`src/design/skx_pkg.sv`:
```
// ----------------------------------------------------------------------------
// skx_pkg
// Shared types and constants for the SHA-1 counter keystream XOR block.
// ----------------------------------------------------------------------------
package skx_pkg;

	localparam logic [31:0] H0 = 32'h67452301;
	localparam logic [31:0] H1 = 32'hEFCDAB89;
	localparam logic [31:0] H2 = 32'h98BADCFE;
	localparam logic [31:0] H3 = 32'h10325476;
	localparam logic [31:0] H4 = 32'hC3D2E1F0;

	localparam logic [31:0] K0 = 32'h5A827999;
	localparam logic [31:0] K1 = 32'h6ED9EBA1;
	localparam logic [31:0] K2 = 32'h8F1BBCDC;
	localparam logic [31:0] K3 = 32'hCA62C1D6;

	localparam logic [31:0] PAD_WORD0 = 32'h80000000;
	localparam logic [31:0] PAD_LEN   = 32'd512;

	localparam logic [1:0] ADDR_FIRST  = 2'd0;
	localparam logic [1:0] ADDR_SECOND = 2'd1;

	// Commands from the controller to the datapath.
	typedef struct packed {
		logic load_msg;   // start first block: message words, IV
		logic load_pad;   // start second block: padding words, chain
		logic round;      // run one round
		logic finish;     // add chaining value into state
		logic save_ks;    // latch keystream from state
	} skx_cmd_t;

endpackage

```
`src/design/skx_datapath.sv`:
```
// ----------------------------------------------------------------------------
// skx_datapath
// SHA-1 round unit with a 16-word message schedule window and keystream store.
// ----------------------------------------------------------------------------
module skx_datapath (
	input  logic             clk,
	input  skx_pkg::skx_cmd_t cmd,
	input  logic [6:0]       round_idx,
	input  logic [63:0]      first_half,
	input  logic [63:0]      second_half,
	input  logic [63:0]      counter,
	input  logic [3:0]       position,
	input  logic [7:0]       data_byte,
	output logic [7:0]       plain_byte
);

	logic [31:0] w_q [16];
	logic [31:0] a_q, b_q, c_q, d_q, e_q;
	logic [31:0] ch0_q, ch1_q, ch2_q, ch3_q, ch4_q;
	logic [127:0] ks_q;
	logic [31:0] f, k, t, w_new;

	always_comb begin
		if (round_idx < 7'd20) begin
			f = (b_q & c_q) | (~b_q & d_q);
			k = skx_pkg::K0;
		end else if (round_idx < 7'd40) begin
			f = b_q ^ c_q ^ d_q;
			k = skx_pkg::K1;
		end else if (round_idx < 7'd60) begin
			f = (b_q & c_q) | (b_q & d_q) | (c_q & d_q);
			k = skx_pkg::K2;
		end else begin
			f = b_q ^ c_q ^ d_q;
			k = skx_pkg::K3;
		end
		t = {a_q[26:0], a_q[31:27]} + f + e_q + k + w_q[0];
		w_new = w_q[13] ^ w_q[8] ^ w_q[2] ^ w_q[0];
	end

	always_ff @(posedge clk) begin
		if (cmd.load_msg) begin
			w_q[0] <= first_half[63:32];
			w_q[1] <= first_half[31:0];
			w_q[2] <= first_half[63:32];
			w_q[3] <= first_half[31:0];
			w_q[4] <= second_half[63:32];
			w_q[5] <= second_half[31:0];
			w_q[6] <= second_half[63:32];
			w_q[7] <= second_half[31:0];
			for (int i = 8; i < 14; i++) w_q[i] <= '0;
			w_q[14] <= counter[63:32];
			w_q[15] <= counter[31:0];
			a_q <= skx_pkg::H0; b_q <= skx_pkg::H1; c_q <= skx_pkg::H2;
			d_q <= skx_pkg::H3; e_q <= skx_pkg::H4;
			ch0_q <= skx_pkg::H0; ch1_q <= skx_pkg::H1; ch2_q <= skx_pkg::H2;
			ch3_q <= skx_pkg::H3; ch4_q <= skx_pkg::H4;
		end else if (cmd.round) begin
			for (int i = 0; i < 15; i++) w_q[i] <= w_q[i+1];
			w_q[15] <= {w_new[30:0], w_new[31]};
			e_q <= d_q;
			d_q <= c_q;
			c_q <= {b_q[1:0], b_q[31:2]};
			b_q <= a_q;
			a_q <= t;
		end else begin
			// The padding load and the chaining add can come in the same cycle.
			if (cmd.load_pad) begin
				w_q[0] <= skx_pkg::PAD_WORD0;
				for (int i = 1; i < 15; i++) w_q[i] <= '0;
				w_q[15] <= skx_pkg::PAD_LEN;
			end
			if (cmd.finish) begin
				a_q <= a_q + ch0_q; b_q <= b_q + ch1_q; c_q <= c_q + ch2_q;
				d_q <= d_q + ch3_q; e_q <= e_q + ch4_q;
				ch0_q <= a_q + ch0_q; ch1_q <= b_q + ch1_q; ch2_q <= c_q + ch2_q;
				ch3_q <= d_q + ch3_q; ch4_q <= e_q + ch4_q;
			end
		end
		if (cmd.save_ks) ks_q <= {a_q, b_q, c_q, d_q};
	end

	// Byte 0 of the keystream sits in the top bits.
	assign plain_byte = data_byte ^ ks_q[7'd127 - {position, 3'b000} -: 8];

endmodule

```
`src/design/skx_ctrl.sv`:
```
// ----------------------------------------------------------------------------
// skx_ctrl
// Sequencer: runs two SHA-1 compressions when a new keystream piece is due,
// then emits one output byte per input byte.
// ----------------------------------------------------------------------------
module skx_ctrl (
	input  logic              clk,
	input  logic              arst_n,
	input  logic              in_valid,
	output logic              in_ready,
	input  logic              last_byte,
	output logic              out_valid,
	input  logic              out_ready,
	input  logic [7:0]        data_byte,
	output logic [7:0]        data_q,
	output skx_pkg::skx_cmd_t cmd,
	output logic [6:0]        round_idx,
	output logic [63:0]       counter,
	output logic [3:0]        position
);

	typedef enum logic [2:0] {
		IDLE, BLK1, FIN1, BLK2, FIN2, SAVE, OUT
	} state_t;

	state_t      state_q;
	logic        ready_q, last_q;
	logic [6:0]  rnd_q;
	logic [63:0] ctr_q;
	logic [3:0]  pos_q;

	assign in_ready  = (state_q == IDLE);
	assign out_valid = (state_q == OUT);
	assign round_idx = rnd_q;
	assign counter   = ctr_q;
	assign position  = pos_q;

	always_comb begin
		cmd = '0;
		cmd.load_msg = (state_q == IDLE) && in_valid && (pos_q == 4'd0 || !ready_q);
		cmd.round    = (state_q == BLK1) || (state_q == BLK2);
		cmd.finish   = (state_q == FIN1) || (state_q == FIN2);
		cmd.load_pad = (state_q == FIN1);
		cmd.save_ks  = (state_q == SAVE);
	end

	always_ff @(posedge clk or negedge arst_n) begin
		if (!arst_n) begin
			state_q <= IDLE;
			ready_q <= 1'b0;
			last_q  <= 1'b0;
			rnd_q   <= '0;
			ctr_q   <= '0;
			pos_q   <= '0;
			data_q  <= '0;
		end else begin
			case (state_q)
				IDLE: begin
					if (in_valid) begin
						data_q <= data_byte;
						last_q <= last_byte;
						rnd_q  <= '0;
						state_q <= (pos_q == 4'd0 || !ready_q) ? BLK1 : OUT;
					end
				end
				BLK1: begin
					rnd_q <= rnd_q + 7'd1;
					if (rnd_q == 7'd79) state_q <= FIN1;
				end
				// The finish add and the padding load share this cycle.
				FIN1: begin
					rnd_q <= '0;
					state_q <= BLK2;
				end
				BLK2: begin
					rnd_q <= rnd_q + 7'd1;
					if (rnd_q == 7'd79) state_q <= FIN2;
				end
				FIN2: state_q <= SAVE;
				SAVE: begin
					ready_q <= 1'b1;
					state_q <= OUT;
				end
				OUT: begin
					if (out_ready) begin
						state_q <= IDLE;
						if (last_q) begin
							ctr_q <= '0;
							pos_q <= '0;
							ready_q <= 1'b0;
						end else begin
							pos_q <= pos_q + 4'd1;
							if (pos_q == 4'hF) ctr_q <= ctr_q + 64'd1;
						end
					end
				end
				default: state_q <= IDLE;
			endcase
		end
	end

endmodule

```
`src/design/sha1_counter_keystream_xor.sv`:
```
// A byte that starts a keystream piece runs two 80-round compressions, one
// round per cycle, through states BLK1, FIN1, BLK2, FIN2 and SAVE to OUT;
// any other byte goes straight from IDLE to OUT, shown in the next cycle.
// A piece covers 16 bytes; a new byte is taken only in IDLE, after OUT.
// Reset clears counter, position and the keystream-valid flag; the
// digest registers have no reset.
// ----------------------------------------------------------------------------
// sha1_counter_keystream_xor
// XORs each data byte with a SHA-1 counter-mode keystream byte.
// ----------------------------------------------------------------------------
module sha1_counter_keystream_xor (
	input  logic        clk,
	input  logic        arst_n,
	input  logic        psel,
	input  logic        penable,
	input  logic        pwrite,
	input  logic [3:0]  paddr,
	input  logic [63:0] pwdata,
	output logic [63:0] prdata,
	output logic        pready,
	input  logic        in_valid,
	output logic        in_ready,
	input  logic [7:0]  data_byte,
	input  logic        last_byte,
	output logic        out_valid,
	input  logic        out_ready,
	output logic [7:0]  plain_byte
);

	logic [63:0] first_q, second_q, counter;
	logic [7:0]  data_q;
	logic [6:0]  round_idx;
	logic [3:0]  position;
	skx_pkg::skx_cmd_t cmd;

	assign pready = 1'b1;

	// Registers sit at byte addresses 0 and 8.
	always_ff @(posedge clk or negedge arst_n) begin
		if (!arst_n) begin
			first_q  <= '0;
			second_q <= '0;
		end else if (psel && penable && pwrite) begin
			if ({1'b0, paddr[3]} == skx_pkg::ADDR_FIRST && paddr[2:0] == 3'b000)
				first_q <= pwdata;
			if ({1'b0, paddr[3]} == skx_pkg::ADDR_SECOND && paddr[2:0] == 3'b000)
				second_q <= pwdata;
		end
	end

	always_comb begin
		case ({1'b0, paddr[3]})
			skx_pkg::ADDR_FIRST:  prdata = first_q;
			skx_pkg::ADDR_SECOND: prdata = second_q;
			default:              prdata = '0;
		endcase
	end

	skx_ctrl u_ctrl (
		.clk, .arst_n, .in_valid, .in_ready, .last_byte, .out_valid, .out_ready,
		.data_byte, .data_q, .cmd, .round_idx, .counter, .position
	);

	skx_datapath u_dp (
		.clk, .cmd, .round_idx,
		.first_half(first_q), .second_half(second_q),
		.counter, .position, .data_byte(data_q), .plain_byte
	);

endmodule
```
`config.mk`:
```
export PLATFORM = sky130hd
export DESIGN_NAME = sha1_counter_keystream_xor
export DESIGN_NICKNAME = d
export VERILOG_FILES = /design/src/design/skx_pkg.sv /design/src/design/skx_datapath.sv /design/src/design/skx_ctrl.sv /design/src/design/sha1_counter_keystream_xor.sv
export SDC_FILE = /design/constraint.sdc
export NUM_CORES = 2
export LEC_CHECK = 0
export BUFFER_PORTS_ARGS = -buffer_cell sky130_fd_sc_hd__buf_2
export CORE_UTILIZATION = 63
export DETAILED_ROUTE_END_ITERATION = 16
export GPL_ROUTABILITY_DRIVEN = 0
export PLACE_DENSITY = 0.8
export SETUP_SLACK_MARGIN = 0.05
export SYNTH_ARGS = -nofsm -noshare
export SYNTH_HDL_FRONTEND = slang
export SYNTH_SLANG_ARGS = --single-unit
```
`constraint.sdc`:
```
create_clock -name clk -period 8.5 [get_ports clk]
set_input_delay 0 -clock clk [delete_from_list [all_inputs] [get_ports clk]]
set_output_delay 0 -clock clk [all_outputs]
set_load 0.03 [all_outputs]
```
==> flow_summary.toml <==
[outcome]
status = "finished, final reports clean"

[logic_synthesis]
syn_area_per_cell_um2 = 10.7
synth_edf_count = 448
synth_cells = 5464
ys_warn_count = 0
yosys.area.top_type_share_pct = 22.9
synth.area.top_cells = "edfxtp_1 (23%), dfxtp_1 (17%), dfrtp_1 (9.2%)"
async_reset_ff_share_pct = 18.4
syn_area_mm2 = 0.0586
synth_fp_nets = 5896
synth-seq-area-share_pct = 49.6
ys.flop_type = "dfxtp_1"
yosys.area.top_type = "edfxtp_1"
ys_types = 97
ys_ff_latch = 1176

[drt]
drt_wl_total_um = 159000
ant_nets = 0
drt-initial-drc-count = 4396
drc_errors = 0
drt_pass1_iterations = 6
vias = 44400
avgRoutedWirePerCell_um = 22.9
viasPerCell = 6.42

[floorplan]
start_util_pct = 63.8
die_w_um = 307
dieArea_mm2 = 0.0943
num_rows = 111
core_area_mm2 = 0.0919
die_h_um = 307
ios = 159

[worst_hold_path]
min_path_type = "in -> reg"
hold_start = "pwdata[63]"
holdPathEnd = "first_q[63]"
holdPathStages = 3

[setup_path]
cp-start-kind = "flip-flop"
r2r_end = "u_dp.a_q[31]"
crit_fanout = 35
cp_slowest_cell = "fa_1"
path_common_cell = "inv_1"
slowest_delay_ps = 550
worstSetupPathType = "reg -> reg"
reg2reg_slack_ps = 1430
worstPathArrival_ps = 7600
r2r_cells = 24
path_cells = "a41oi_1 > inv_1 > nor2_1 > inv_2 > nand2_1 > buf_4 > o21ai_0 > fa_1 > inv_1 > fa_1 > inv_1 > fa_1 > inv_1 > ha_1 > and3_1 > and2_1 > a221o_1 > and2_1 > o21ai_1 > a21oi_1 > o21a_1 > o21ai_1 > mux2i_1 > a211oi_1"
crit_required_ps = 9040
endpoint_kind = "flip-flop"
worstReg2RegStart = "u_ctrl.round_idx[4]"
crit_family = "adder cells"
path_buf_inv = 6
startpoint = "u_ctrl.round_idx[4]"

[clocking]
cts_tree = "yes"
cts_root_buffer = "clkbuf_16"
post-cts-setup-buffers = 0
cts_resized = 0
cts_buffer_depth = 3
clkTransAtPathRegs_ps = 60
htreeDepth = 3
clk_latency_ps = 760
cts.sinks = 1176
cts_buffers = 116

[sta]
setup_viol = 0
finalCriticalPeriod_ps = 7070
fmax_mhz = 141
slew_headroom_pct = 4.34
hold_viol_final = 0
timing.final.max_slew_violations = 0
holdWs_ps = 23.4
post-route-period-util_pct = 83.2
setup_tns_ps = 0
skew_ps = 76.1
rsz0062_at_grt = "false"
worst_pin_slew_ps = 1430

[global_routing]
grt_pass1_wl_um = 245000
grt_max_degree = 235
met1_usage_pct = 44.1
met3_usage_pct = 7.04
grt.total_usage_pct = 33.4
antenna_found_initial = 5
use_met2_pct = 52.6
grt.busiest_layer = "met2"
grt.overflow.total = 0
grt_pass1_vias = 43300

[placed_design]
dpl.hpwl_um = 104000
numPortBuffers = 157

[layout]
mostFrequentLayoutCell = "nand2_1"
mostFrequentLayoutCells = "nand2_1 (682), dfxtp_1 (512), a21oi_1 (457)"
drive_gt1_share_pct = 12.1
area_delta_synth_final_pct = 11.4
fill_cells = 6421
nets = 6005

[job]
cap_violations = 0

[pwr]
vdd_drop_max_uv = 186
power_density_mw_per_mm2 = 180
p_leak_nw = 28.2
## metal layers
metal / part of all wire, % / wire length (um) / vias up
met3: 9.8 / 15600 / 458
met5: 0.033 / 53 / -
met1: 39 / 61700 / 21800
li1: - / - / 20000
met2: 46 / 72600 / 2160
met4: 5.4 / 8640 / 8
## state kept, by name (all words and copies together) (netlist names), 64 cells and up
register	count
first_q	64
u_dp.w_q	512
second_q	64
u_ctrl.counter	64
u_dp.ks_q	128
## cell type report
type,instances,area (um2),share of cell area (%)
clock inverter,74,858,1.31
tap,1243,1560,2.38
clock buffer,148,3180,4.86
timing repair buffer,291,2120,3.25
inverter,214,813,1.24
multi-input combinational,3774,27700,42.4
sequential,1176,29100,44.6
antenna,1,2.50,0.00383
## per-stage QoR
step	utilization, %	cells	worst slack, ps	cell area, um2	power, mW
floorplan	-	5464	1440	58600	6.30
global placement	65.6	6606	1670	60400	6.44
detailed placement	65.6	6606	1510	60400	6.45
CTS	71.1	6920	1500	65300	11.8
global route	71.1	6920	1030	65300	12.1
finish	71.1	6921	1430	65300	11.8
## cells in the mapped netlist, drive strengths merged (10+ instances only)
master	count
fa	124
o21bai	20
o211ai	21
nor2	271
dfrtp	216
a211oi	35
nand2	685
a221o	15
edfxtp	448
a211o	15
dfxtp	512
buf	35
o31ai	14
nor2b	44
ha	224
mux2	204
a221oi	18
nor4	13
inv	214
and3	39
a22o	361
xor2	111
a21oi	460
nand2b	35
mux4	40
o21ai	230
nand4	25
or3	31
and2	18
o21a	26
o32ai	20
nor3	46
nand3	127
mux2i	10
clkbuf	265
a22oi	42
a31oi	31
xnor2	199
a21o	93
## cell families after synthesis
group	Yosys count	share of synthesized area [%]
flip-flops	1176	49.6
multiplexers	254	5.63
AO/OA/AOI/OAI	1495	17.5
other	1	0.00640
AND/OR/NAND/NOR	1366	10.3
buffers and inverters	514	3.30
adder cells (fa/ha/maj)	348	9.01
XOR/XNOR	310	4.63
## where the power goes
group | switching [mW] | internal [mW]
Clock | 2.32 | 3.06
Sequential | 0.112 | 5.90
Combinational | 0.202 | 0.173
## worst min-delay path, stage by stage
cell	delay (ps)
dlygate4sd3_1	510
buf_2	100
mux2_2	130
## worst max path at each step
stage	end	cells past startpoint
after global routing	u_dp.a_q[28]	23
final	u_dp.a_q[31]	24
after detailed placement	u_dp.a_q[31]	24
after global placement	u_dp.a_q[30]	24
after CTS	u_dp.a_q[31]	24
after floorplan	u_dp.w_q[1][0]	8
## repair_timing
action	in CTS	in global routing
endpoints found under the hold margin	359	0
setup endpoints to repair	0	0
hold buffers	92	0
Power figures use the tool's default switching activity.
